[config.mk]
export PLATFORM = sky130hd
export DESIGN_NAME = etf_queue
export DESIGN_NICKNAME = d
export VERILOG_FILES = /design/src/hw/rtl/etf_queue.sv
export SDC_FILE = /design/constraint.sdc
export NUM_CORES = 1
export LEC_CHECK = 0
export ABC_CLOCK_PERIOD_IN_PS = 5780
export CAP_MARGIN = 10
export CORE_ASPECT_RATIO = 1.75
export CORE_UTILIZATION = 57
export DETAILED_ROUTE_END_ITERATION = 10
export DONT_BUFFER_PORTS = 1
export PLACE_DENSITY = 0.72
export SYNTH_ARGS = -nofsm -noshare
export SYNTH_HDL_FRONTEND = slang
export SYNTH_SLANG_ARGS = --single-unit
[constraint.sdc]
create_clock -name clock -period 5.78 [get_ports clock]
set_input_delay 0.289 -clock clock [delete_from_list [all_inputs] [get_ports clock]]
set_output_delay 0.289 -clock clock [all_outputs]
set_load 0.02 [all_outputs]
[src/hw/rtl/etf_queue.sv]
// ----------------------------------------------------------------------------
// Escape-time fractal point queue
// A short first-in first-out buffer between the front end and the
// iterator, so that each side can stall on its own.
// ----------------------------------------------------------------------------
module etf_queue #(
   parameter int WIDTH = 132,
   parameter int DEPTH = 2
) (
   input  logic             clock,
   input  logic             reset,
   input  logic             push_valid,
   output logic             push_stall,
   input  logic [WIDTH-1:0] push_data,
   output logic             pop_valid,
   input  logic             pop_take,
   output logic [WIDTH-1:0] pop_data
);

   localparam int PW = (DEPTH > 1) ? $clog2(DEPTH) : 1;
   localparam int FW = $clog2(DEPTH + 1);

   logic [WIDTH-1:0] slot_ff [DEPTH];
   logic [PW-1:0]    wr_ptr_ff, wr_ptr_in, rd_ptr_ff, rd_ptr_in;
   logic [FW-1:0]    fill_ff, fill_in;
   logic             push, pop;

   assign push_stall = (fill_ff == FW'(DEPTH));
   assign pop_valid  = (fill_ff != '0);
   assign push       = push_valid & ~push_stall;
   assign pop        = pop_valid & pop_take;
   assign pop_data   = slot_ff[rd_ptr_ff];

   always_comb begin
      wr_ptr_in = wr_ptr_ff;
      rd_ptr_in = rd_ptr_ff;
      fill_in   = fill_ff;
      if (push) begin
         wr_ptr_in = (wr_ptr_ff == PW'(DEPTH - 1)) ? '0 : wr_ptr_ff + 1'b1;
      end
      if (pop) begin
         rd_ptr_in = (rd_ptr_ff == PW'(DEPTH - 1)) ? '0 : rd_ptr_ff + 1'b1;
      end
      if (push && !pop) begin
         fill_in = fill_ff + 1'b1;
      end else if (pop && !push) begin
         fill_in = fill_ff - 1'b1;
      end
   end

   always_ff @(posedge clock) begin
      if (reset) begin
         wr_ptr_ff <= '0;
         rd_ptr_ff <= '0;
         fill_ff   <= '0;
      end else begin
         wr_ptr_ff <= wr_ptr_in;
         rd_ptr_ff <= rd_ptr_in;
         fill_ff   <= fill_in;
      end
      if (push) begin
         slot_ff[wr_ptr_ff] <= push_data;
      end
   end

endmodule

# Yosys cells after proc, flatten, opt, wreduce, memory -nomap -nowiden
# Memory sizes are Yosys's and may differ from the RTL's. A register that Yosys moved wholly into a read port is not among the register bits.
# Index checks and enable logic that the tools add are counted.
word_totals:
  ramBits: 264
  regBits: 4
  output_inout_bits: 134
  word_cells: 26
  inputBits: 136
  memories: 1
op_classes:
  n_addsub: 4
  n_eq_ne: 1
  reduce_logical: 6
  n_mux: 8
  bitwise_logic: 3
memory_table:
  columns: ["name", "depth", "word_bits", "rd", "rd_ports_with_merged_regs", "wr", "line_no", "source"]
  rows:
  - ["slot_ff", 2, 132, 1, 1, 1, "23", "logic [WIDTH-1:0] slot_ff [DEPTH];"]
op_table:
  columns: ["op", "count"]
  rows:
  - ["1-bit two-way mux", 6]
  - ["2-bit two-way mux", 2]
  - ["2-bit nonzero test", 2]
  - ["1-bit adder, second input constant", 2]
  - ["2-bit by 1-bit adder with 2-bit output, second input constant", 1]
  - ["1-bit AND", 2]
  - ["2-bit equality test, second input constant", 1]
  - ["1-bit logical AND", 2]
  - ["1-bit zero test", 2]
  - ["2-bit by 1-bit subtractor with 2-bit output, second input constant", 1]
  - ["1-bit NOT", 1]

# Longest topological paths before layout
depth:
  depth_word: 7
  ltp_mapped: 6
  depth_no_buf: 6

# Least setup slack after synthesis
# OpenSTA, ideal clock, no wires.
synth_path:
  kind: "register to register"
  from: "register fill_ff[1]"
  to: "memory slot_ff[1][0] (enable)"
  period_less_slack_ns: 4.197
  n_path_buf: 0
  required_ns: 5.273
  slack_ns: 1.583
  arrival_ns: 3.690
  path_stages_with_launch: 4
  cell_sequence: "dfxtp_1 nor2b_2 nor2_1 and2_1"
synth_between:
  elab_chain_cells: 5
synth_rtl:
  columns: ["item", "line_no", "source"]
  rows:
  - ["start, declared", "25", "logic [FW-1:0] fill_ff, fill_in;"]
  - ["start signal, assigned", "59", "fill_ff <= fill_in;"]
  - ["2-bit equality test", "28", "assign push_stall = (fill_ff == FW'(DEPTH));"]
  - ["net push_stall", "13", "output logic push_stall,"]
  - ["1-bit NOT", "30", "assign push = push_valid & ~push_stall;"]
  - ["1-bit AND", "30", null]
  - ["1-bit two-way mux", "61", "if (push) begin"]
  - ["1-bit two-way mux (implied by the code)", "62", "slot_ff[wr_ptr_ff] <= push_data;"]
  - ["end, declared", "23", null]
# The timed path passes the listed nets, and every way through them passes these cells.

==> reports/results.tsv <==
metric	value	unit
routed vias	4480	
row cnt	64	
Tot GR Track Use	19.4	%
Initial Util	58.0	%
largest area contributor in the netlist	edfxtp_1	
Worst Hold Class	input pin to flop	
Compound-Gate Fraction of Synth Area	0.248	%
worst-path cell chain	buf_4 > mux2_2	
Die ar.	18200	um2
Area Growth Syn to Fin	22.6	%
Sw Pwr	0.00161	W
kind of critical path	flop to output pin	
Final Hold Fails	0	
Int Power	0.00391	W
postcts setup bufs	0	
xor/xnor share of the synthesized area	0.261	%
Syn Inst Count	436	
share of cells above drive strength 1	29.1	%
Congestion Overflow GR	0	
leading cell types in the layout, fill and taps excluded	edfxtp_1 (264), dlygate4sd3_1 (133), mux2_4 (80)	
synthesis-stage register bit count	269	
clock skew	0.0111	ns
I/O Buffers	0	
Resized Gates After CTS	0	
Final nets	719	
CTS root buffer	clkbuf_16	
Worst EP required	5.49	ns
First-pass DRT Iterations	4	
Synth Area in Adders	0.124	%
Worst R2R Setup Slack	2.87	ns
Worst-Margin Slew	1.08	ns
most common cell after layout, fill and taps aside	edfxtp_1	
unique cell type count in the Yosys netlist	17	
mux share of post-synthesis cell area	17.7	%
Worst R2R Start	fill_ff[0]	
Routed Antenna Nets	0	
Hold Path Origin	push_valid	
r2r endpoint	slot_ff[0][15]	
pin count of the biggest net entering global routing	85	
DR iter-0 viols	210	
largest family of logic cells by synthesized area	multiplexers	
detail-routed via count per cell	5.38	
Worst Path Buf+Inv	1	
simple-gate area share of the yosys netlist	0.484	%
Worst path top cell family by delay	flip-flops	
core area	17400	um2
synth warn	0	
post-synth top area share	78.7	%
Clk pwr share	27.9	%
sequential area share after synthesis	79.7	%
clk_lat worst skew	0.49	ns
Final min period	3.14	ns
Worst EP arrival	2.85	ns
clk slew on worst S/H paths	0.07	ns
Pwr Density	446	nW/um2
Post-Route WL	18400	um
Worst Path Max Fanout	57	
TritonCTS clock tree	built	
WL/cell	22.1	um
final worst path period share	54.3	%
Worst Reg-to-Reg Cells	4	
placed cell area	10300	um2
Final Cell Area	12400	um2
CTS sink cnt	269	
post-synth design cell area	10100	um2
Net Count, Synth	573	
Leak	4.27	nW
Sw Share	29.1	%
Placer Congestion	0.721	
outcome	completed	
WHS Path Cells	3	
TritonCTS buffer count	22	
I/O pins	270	
global-route wire length before repair	25900	um
Worst Hold Slack	0.130	ns
H-Tree Depth	1	
Finished Layout Cells	833	
Combinational Power Share	25.2	%
unrepaired setup endpoints after global routing	no	
max_slew headroom	28.0	%
hold worst-path end	wr_ptr_ff	
endpoints failing setup	0	
crit-path max cell delay	0.94	ns
Residual DRC	0	
Post-Syn Area per Cell	23.1	um2
CP Depth	2	
Die Y-Extent	178	um
max_cap viols	0	
Pins Over Slew Limit	0	
Slowest cell on crit path	dfxtp_4	
setup TNS	0	ns
CP Capture Type	output pin	
sequential fraction of design power	46.9	%
Bufs on Longest Clock Path	3	
number of global-route vias before repair	4791	
Setup crit start kind	flop	
initial antenna violation count	3	
placed cell count	656	
worst vdd ir	0.000381	V
Fmax achieved	319	MHz
largest cells by area after synthesis	edfxtp_1 (79%), mux2_4 (12%), mux2_2 (5.8%)	
Die Wd	103	um
area by class of cell:
class | count | area, um2
diodes | 4 | 10.0
clock buffers | 29 | 598
clock inverters | 11 | 156
fillers | 1041 | 5020
inverters | 2 | 10.0
multi-input cells | 150 | 1900
flip-flops and latches | 269 | 8030
well taps | 231 | 289
repair buffers | 137 | 1360
worst min-delay path, stage by stage:
cell and delay, ns:
inv_1 0.04, o21ai_0 0.18, a21oi_1 0.07
stage by stage:
step / setup WS [ns] / util, % / total power, W
after floorplan: 1.58 / - / 0.00380
after global placement: 2.98 / 59.1 / 0.00391
after detailed placement: 2.90 / 59.1 / 0.00394
after CTS: 2.59 / 71.1 / 0.00556
after global routing: 2.52 / 71.1 / 0.00571
final: 2.64 / 71.1 / 0.00552
sequential cells by signal (all words and copies together), names as in the netlist, named ones only:
name / count
slot_ff: 264
rd_ptr_ff: 1
wr_ptr_ff: 1
fill_ff: 2
power by group through the flow:
stage	Combinational, W	Clock (W)	Sequential, W
global placement	0.00130	0	0.00261
global route	0.00145	0.00165	0.00261
floorplan	0.00123	0	0.00257
CTS	0.00140	0.00157	0.00259
detailed placement	0.00131	0	0.00263
finish	0.00139	0.00154	0.00259
Yosys cell counts (all sizes together):
library cell and count:
dfxtp 5, edfxtp 264, and2 1, mux2 132, nor2b 1, xor2 3, or2 1, nor2 4
ha 1, o21ai 3, a21oi 2, or3 2, inv 2, buf 15
per-layer routing:
layer  routed length (um)  track usage (%)  vias up  part of all wire, %
li1                     -                -     2021                    -
met1                 6140             20.3     2233                   33
met2                10500             35.9      185                   57
met3                 1230             4.49       41                  6.7
met4                  542             8.45        0                  2.9
met5                    0                0        -                    0
cell families (layout without fill, tap and decap cells):
family                     Yosys count  in the layout
and+or+nand+nor                      9              9
AOI/OAI and AO/OA                    5              5
muxes                              132            132
DFF                                269            269
other                                0              4
adders and majority gates            1              1
xor gates and xnor gates             3              3
buffers and inverters               17            179
worst max-delay path by stage:
stage	slack, ns	from	endpoint
floorplan	1.58	fill_ff[1]	slot_ff[1][0]
global placement	2.98	fill_ff[1]	slot_ff[0][22]
detailed placement	2.90	fill_ff[0]	slot_ff[0][16]
CTS	2.59	flop	pop_data[111]
global route	2.52	flop	pop_data[25]
finish	2.64	flop	pop_data[25]
what timing repair did:
action	in CTS	in global routing
endpoints found under the setup margin	0	0
hold buffers	133	0
hold endpoints to repair	269	0
No activity file was read; power rests on OpenSTA's default activity.
