==> config.mk <==
export PLATFORM = sky130hd
export DESIGN_NAME = etf_front
export DESIGN_NICKNAME = d
export VERILOG_FILES = /design/src/hw/rtl/etf_pkg.sv /design/src/hw/rtl/etf_front.sv
export SDC_FILE = /design/constraint.sdc
export NUM_CORES = 1
export LEC_CHECK = 0
export BUFFER_PORTS_ARGS = -buffer_cell sky130_fd_sc_hd__buf_4
export CAP_MARGIN = 10
export CORE_AREA = 2 2 146 91
export CTS_BUF_LIST = sky130_fd_sc_hd__clkbuf_2
export CTS_CLUSTER_SIZE = 14
export DETAILED_ROUTE_END_ITERATION = 10
export DIE_AREA = 0 0 148 93
export PLACE_DENSITY_LB_ADDON = 0.08
export SETUP_SLACK_MARGIN = 0.3
export SLEW_MARGIN = 20
export SYNTH_ARGS = -nofsm -noshare
export SYNTH_HDL_FRONTEND = slang
export SYNTH_SLANG_ARGS = --single-unit
==> constraint.sdc <==
create_clock -name clock -period 10.85 [get_ports clock]
set_input_delay 0.5425 -clock clock [delete_from_list [all_inputs] [get_ports clock]]
set_output_delay 0.5425 -clock clock [all_outputs]
set_load 0.005 [all_outputs]
==> src/hw/rtl/etf_pkg.sv <==
// ----------------------------------------------------------------------------
// Escape-time fractal iterator package
// Shared constants, register indexes, fractal mode codes and the control
// word that travels with each point from the front end to the iterator.
// ----------------------------------------------------------------------------
package etf_pkg;

   localparam int COUNT_WIDTH     = 16;
   localparam int MODE_WIDTH      = 3;
   localparam int CSR_INDEX_WIDTH = 2;
   localparam int QUEUE_DEPTH     = 2;

   localparam logic [CSR_INDEX_WIDTH-1:0] CSR_ITERATION_LIMIT = 2'd0;
   localparam logic [CSR_INDEX_WIDTH-1:0] CSR_FRACTAL_MODE    = 2'd1;
   localparam logic [CSR_INDEX_WIDTH-1:0] CSR_JULIA_CONST_RE  = 2'd2;
   localparam logic [CSR_INDEX_WIDTH-1:0] CSR_JULIA_CONST_IM  = 2'd3;

   localparam logic [MODE_WIDTH-1:0] MODE_MANDELBROT   = 3'd0;
   localparam logic [MODE_WIDTH-1:0] MODE_TRICORN      = 3'd1;
   localparam logic [MODE_WIDTH-1:0] MODE_BURNING_SHIP = 3'd2;
   localparam logic [MODE_WIDTH-1:0] MODE_JULIA        = 3'd3;
   localparam logic [MODE_WIDTH-1:0] MODE_CUBIC        = 3'd4;

   localparam logic [COUNT_WIDTH-1:0] LIMIT_RESET = 16'd256;
   localparam logic [MODE_WIDTH-1:0]  MODE_RESET  = MODE_MANDELBROT;

   typedef struct packed {
      logic cubic;
      logic inclusive;
      logic conjugate;
      logic fold;
   } iter_ctrl_type;

endpackage

==> src/hw/rtl/etf_front.sv <==
// ----------------------------------------------------------------------------
// Escape-time fractal front end
// Accepts points, resolves the fractal mode into a control word and the
// starting values of z and c, and holds one entry for the point queue.
// ----------------------------------------------------------------------------
module etf_front #(
   parameter int COORD_WIDTH = 32
) (
   input  logic                                   clock,
   input  logic                                   reset,
   input  logic                                   req_valid,
   output logic                                   req_stall,
   input  logic signed [COORD_WIDTH-1:0]          req_point_re,
   input  logic signed [COORD_WIDTH-1:0]          req_point_im,
   input  logic [etf_pkg::MODE_WIDTH-1:0]         fractal_mode,
   input  logic [COORD_WIDTH-1:0]                 julia_const_re,
   input  logic [COORD_WIDTH-1:0]                 julia_const_im,
   output logic                                   entry_valid,
   input  logic                                   entry_stall,
   output logic [4*COORD_WIDTH+$bits(etf_pkg::iter_ctrl_type)-1:0] entry_data
);

   logic                          entry_valid_ff, entry_valid_in;
   logic [COORD_WIDTH-1:0]        zr_ff, zr_in, zi_ff, zi_in, cr_ff, cr_in, ci_ff, ci_in;
   etf_pkg::iter_ctrl_type        ctrl_ff, ctrl_in;
   logic                          accept;

   assign req_stall   = entry_valid_ff & entry_stall;
   assign accept      = req_valid & ~req_stall;
   assign entry_valid = entry_valid_ff;
   assign entry_data  = {ctrl_ff, zr_ff, zi_ff, cr_ff, ci_ff};

   always_comb begin
      etf_pkg::iter_ctrl_type ctrl;
      ctrl           = '0;
      entry_valid_in = accept | (entry_valid_ff & entry_stall);
      zr_in          = zr_ff;
      zi_in          = zi_ff;
      cr_in          = cr_ff;
      ci_in          = ci_ff;
      ctrl_in        = ctrl_ff;
      case (fractal_mode)
         etf_pkg::MODE_TRICORN: begin
            ctrl.conjugate = 1'b1;
         end
         etf_pkg::MODE_BURNING_SHIP: begin
            ctrl.fold      = 1'b1;
            ctrl.inclusive = 1'b1;
         end
         etf_pkg::MODE_JULIA: begin
            ctrl.inclusive = 1'b1;
         end
         etf_pkg::MODE_CUBIC: begin
            ctrl.cubic = 1'b1;
         end
         default: begin
            ctrl = '0;
         end
      endcase
      if (accept) begin
         ctrl_in = ctrl;
         if (fractal_mode == etf_pkg::MODE_JULIA) begin
            zr_in = req_point_re;
            zi_in = req_point_im;
            cr_in = julia_const_re;
            ci_in = julia_const_im;
         end else begin
            zr_in = '0;
            zi_in = '0;
            cr_in = req_point_re;
            ci_in = req_point_im;
         end
      end
   end

   always_ff @(posedge clock) begin
      if (reset) begin
         entry_valid_ff <= 1'b0;
      end else begin
         entry_valid_ff <= entry_valid_in;
      end
      zr_ff   <= zr_in;
      zi_ff   <= zi_in;
      cr_ff   <= cr_in;
      ci_ff   <= ci_in;
      ctrl_ff <= ctrl_in;
   end

endmodule

== Word level (Yosys, flattened, before mapping) ==
Index checks and enable logic that the tools add are counted.

* Bits of input ports: 135
* Register bits after elaboration: 133
* Logic and storage cells: 24

* Eq/ne operators: 4
* Muxes and demuxes: 6
* Bitwise operators: 4
* Reduce and logical (&&, ||, !) cells: 1

{| class="wikitable"
|+ Operator list
! kind !! number
|-
| 32-bit two-way mux || 2
|-
| 3-bit by 2-bit == test with 1-bit output (second input constant) || 2
|-
| 1-bit two-way mux || 4
|-
| 3-bit by 1-bit == test with 1-bit output (second input constant) || 1
|-
| 3-bit == test (second input constant) || 1
|-
| 1-bit bitwise AND || 2
|-
| 2-bit OR reduction || 1
|-
| 1-bit NOT || 1
|-
| 1-bit OR || 1
|}

== Depth between registers and ports, before layout ==
* Word-level depth: 4
* Gate-level depth with buffers: 4

== Least setup slack after synthesis ==
OpenSTA, ideal clock, no wires.

* Path kind: input to register
* From: in entry_stall
* To: reg ci_ff[0] (enable)
* Library setup time: 641 ps
* Arrival: 6552 ps
* Stages on the path: 2
* Slack: 3657 ps
* Path buffers: 0
* Cell sequence: and2_1 -> nor2b_1

* Cells in the longest elaborated chain, start to end: 3

{| class="wikitable"
|+ Ends and longest elaborated chain
! element !! line !! text
|-
| start, declared || etf_front.sv:19 || <nowiki>input logic entry_stall,</nowiki>
|-
| 1-bit bitwise AND || etf_front.sv:28 || <nowiki>assign req_stall = entry_valid_ff & entry_stall;</nowiki>
|-
| 1-bit NOT || etf_front.sv:29 || <nowiki>assign accept = req_valid & ~req_stall;</nowiki>
|-
| 1-bit bitwise AND || etf_front.sv:29 ||
|-
| via accept || etf_front.sv:26 || <nowiki>logic accept;</nowiki>
|-
| end signal, assigned || etf_front.sv:85 || <nowiki>ci_ff <= ci_in;</nowiki>
|-
| end, declared || etf_front.sv:24 || <nowiki>logic [COORD_WIDTH-1:0] zr_ff, zr_in, zi_ff, zi_in, cr_ff, cr_in, ci_ff, ci_in;</nowiki>
|}

The timed path passes the listed nets, and every way through them passes these cells.
A chain may end at the register's enable or synchronous reset.

== Worst setup path in the final report ==
* From: reg entry_valid_ff (netlist: entry_valid)
* To: reg cr_ff[4] (enable)

* Cells in the longest elaborated chain, start to end: 3

{| class="wikitable"
|+ Ends and longest elaborated chain
! element !! line !! text
|-
| start, declared || etf_front.sv:23 || <nowiki>logic entry_valid_ff, entry_valid_in;</nowiki>
|-
| start signal, assigned || etf_front.sv:80 || <nowiki>entry_valid_ff <= entry_valid_in;</nowiki>
|-
| 1-bit bitwise AND || etf_front.sv:28 ||
|-
| 1-bit NOT || etf_front.sv:29 ||
|-
| 1-bit bitwise AND || etf_front.sv:29 ||
|-
| via accept || etf_front.sv:26 ||
|-
| end signal, assigned || etf_front.sv:84 || <nowiki>cr_ff <= cr_in;</nowiki>
|-
| end, declared || etf_front.sv:24 ||
|}

The timed path passes the listed nets, and every way through them passes these cells.

==> metrics.txt <==
R2R depth=4; layout cells sized above 1=0.6417; Initial Util=0.4388; LEAKAGE=3.399 nW; Final Hold Fails=0; hold path cells=2; cell taking the most area after synthesis=edfxtp_1; Yosys reg bits=133; startpoint class of the critical path=register; WS Path Type=register to register; final instance area=7896 um^2; Detailed Route Iter0 Violations=180; Netlist cell types=13; Area growth, synth to finish=44.05%; Reg area=3984 um^2; Worst-Margin Slew=0.9615 ns; count leader, synth=edfxtp_1; CP arrival=2.80 ns; nets=697; max_slew headroom=0.3590; Multi-input gate area=between 1000 and 1500 um^2; Setup Skew=0.03015 ns; All-Layer GR Usage=0.1785; largest net degree at the start of global routing=between 70 and 80; area of the mapped netlist=5482 um^2; initial antenna violation count=0; Synth area leaders=edfxtp_1 (72%), mux2_4 (15%), and2_1 (7.4%), mux2_2 (1.6%), buf_6 (1.4%); setup TNS=0 ns; clock network latency to the later pin of the worst-skew pair=0.65 ns; TritonCTS clock tree=yes; htree depth=4; period utilization=0.2319; Yosys warning count=0; Power Dens Cells=133.8 nW/um^2; drt via density=4.557; total grt overflow=0; drt total wl=12,160 um; Main synth FF type=edfxtp_1; CTS resizes=0; crit path max fanout=between 70 and 80; core box area=12,490 um^2; Peak supply drop=0.1018 mV; max-cap viol count=0; detailed placement HPWL=around 9000 um; first-pass GRT wire length=18,370 um; Via Count=3,395; CTS Buffer Depth=2; CTS Buf Count=17; flop-to-flop setup slack=8.33 ns; antenna-violating nets left=0; max-slew violations=0; Final Critical Period=2.517 ns; First-pass DRT Iterations=4; CTS Sinks=approximately 130; Setup violations, final=0; Post-DP Area=7631 um^2; outcome=finished clean; DIE AREA=13,760 um^2; Async SR Flop Fraction=0; Mapped Cells=284; DRC errors left=0; Critical Path RT=between 10 and 15 ns; IO buf count=roughly 270; EDFF count, synth=132; syn nets=roughly 420; vias in the first global route=3,431; Antenna diodes=0; highest clock rate=397.4 MHz; register area share after synthesis=0.7268; Clock transition at path regs=0.22 ns; Placer Congestion=around 0.77; Post-synth top cells=edfxtp_1 (132), and2_1 (65), mux2_4 (56), mux2_2 (8), buf_6 (7); post-synth top area share=0.7231; class of the worst hold path=input pin to register; clock root cell=clkbuf_2; fillers=939; unrepaired setup endpoints after global routing=false; Syn Area/Cell=19.30 um^2; Die Ht=93 um; FP Rows=32; Ports=around 270; CP Capture Type=register; Wirelength per Cell=16.32 um; die width=between 100 and 150 um
worst paths after layout:
path,from,endpoint
max reg2reg,entry_valid,cr_ff[4]
min reg2reg,entry_valid,entry_valid
min,req_point_im[15],zi_ff[15]
max,entry_valid,cr_ff[4]
sequential cells by signal, indices dropped and copies added (netlist names):
name         flops
ci_ff           32
cr_ff           32
zi_ff           32
zr_ff           32
entry_data       4
entry_valid      1
worst max-delay path: stages, from the launching register on:
cell	delay (ns)
dfxtp_1	0.37
and2_1	0.19
nor2b_4	0.10
buf_4	0.59
buf_4	0.82
layer usage:
| metal | track usage | vias up | share of wire |
|---|---|---|---|
| li1 | - | 1614 | - |
| met1 | 0.2015 | 1591 | 0.37 |
| met2 | 0.2863 | 170 | 0.49 |
| met3 | 0.09561 | 20 | 0.13 |
| met4 | 0.07222 | 0 | 0.021 |
| met5 | 0 | - | 0 |
cells in the final DEF, fill, tap and decap left out:
master           n
and3b_4          1
clkbuf_2        18
nor3b_1          2
mux2_2           8
bufinv_16        2
and2_1          65
dfxtp_1          1
dlygate4sd3_1    2
nor2_1           1
nor2b_1          2
mux2_4          56
inv_6            2
edfxtp_1       132
clkinvlp_4       5
nor2b_4          1
buf_4          271
clkinv_2         1
clkinv_4         4
a21oi_1          1
area by class of cell:
type | instances | share of cell area
Timing Repair Buffer | 273 | 0.2602
Clock buffer | 18 | 0.01141
Tap cell | 170 | 0.02694
Clock inverter | 14 | 0.01965
Multi-Input combinational cell | 137 | 0.1773
Sequential cell | 133 | 0.5045
per-stage QoR:
stage / power, W / util / setup WS [ns] / std cells / hold slack [ns]
floorplan: 0.0006797 / - / 3.657 / 284 / 0.4931
global placement: 0.0007690 / 0.6109 / 7.796 / 711 / 0.4816
detailed placement: 0.0007724 / 0.6109 / 7.742 / 711 / 0.4933
CTS: 0.001071 / 0.6321 / 8.303 / 745 / 0.06889
global route: 0.001105 / 0.6321 / 8.117 / 745 / 0.04832
finish: 0.001057 / 0.6321 / 8.333 / 745 / 0.1574
what timing repair did:
item	4_1_cts	5_1_grt
setup buffers	0	0
hold endpoints to repair	1	0
hold buffers	2	0
power breakdown:
| group | switching (W) | total (W) | internal (W) |
|---|---|---|---|
| clock | 0.000190 | 0.000298 | 0.000108 |
| sequential | 0.00000895 | 0.000611 | 0.000603 |
| combinational | 0.0000527 | 0.000147 | 0.0000943 |
cells by family after synthesis:
family	Yosys count	synth area share
muxes	64	0.1698
AOI/OAI and AO/OA	1	0.0009122
DFF	133	0.7268
and+or+nand+nor	72	0.08263
buffers and inverters	14	0.01986
Note: power is estimated with default switching activity, not from simulation.
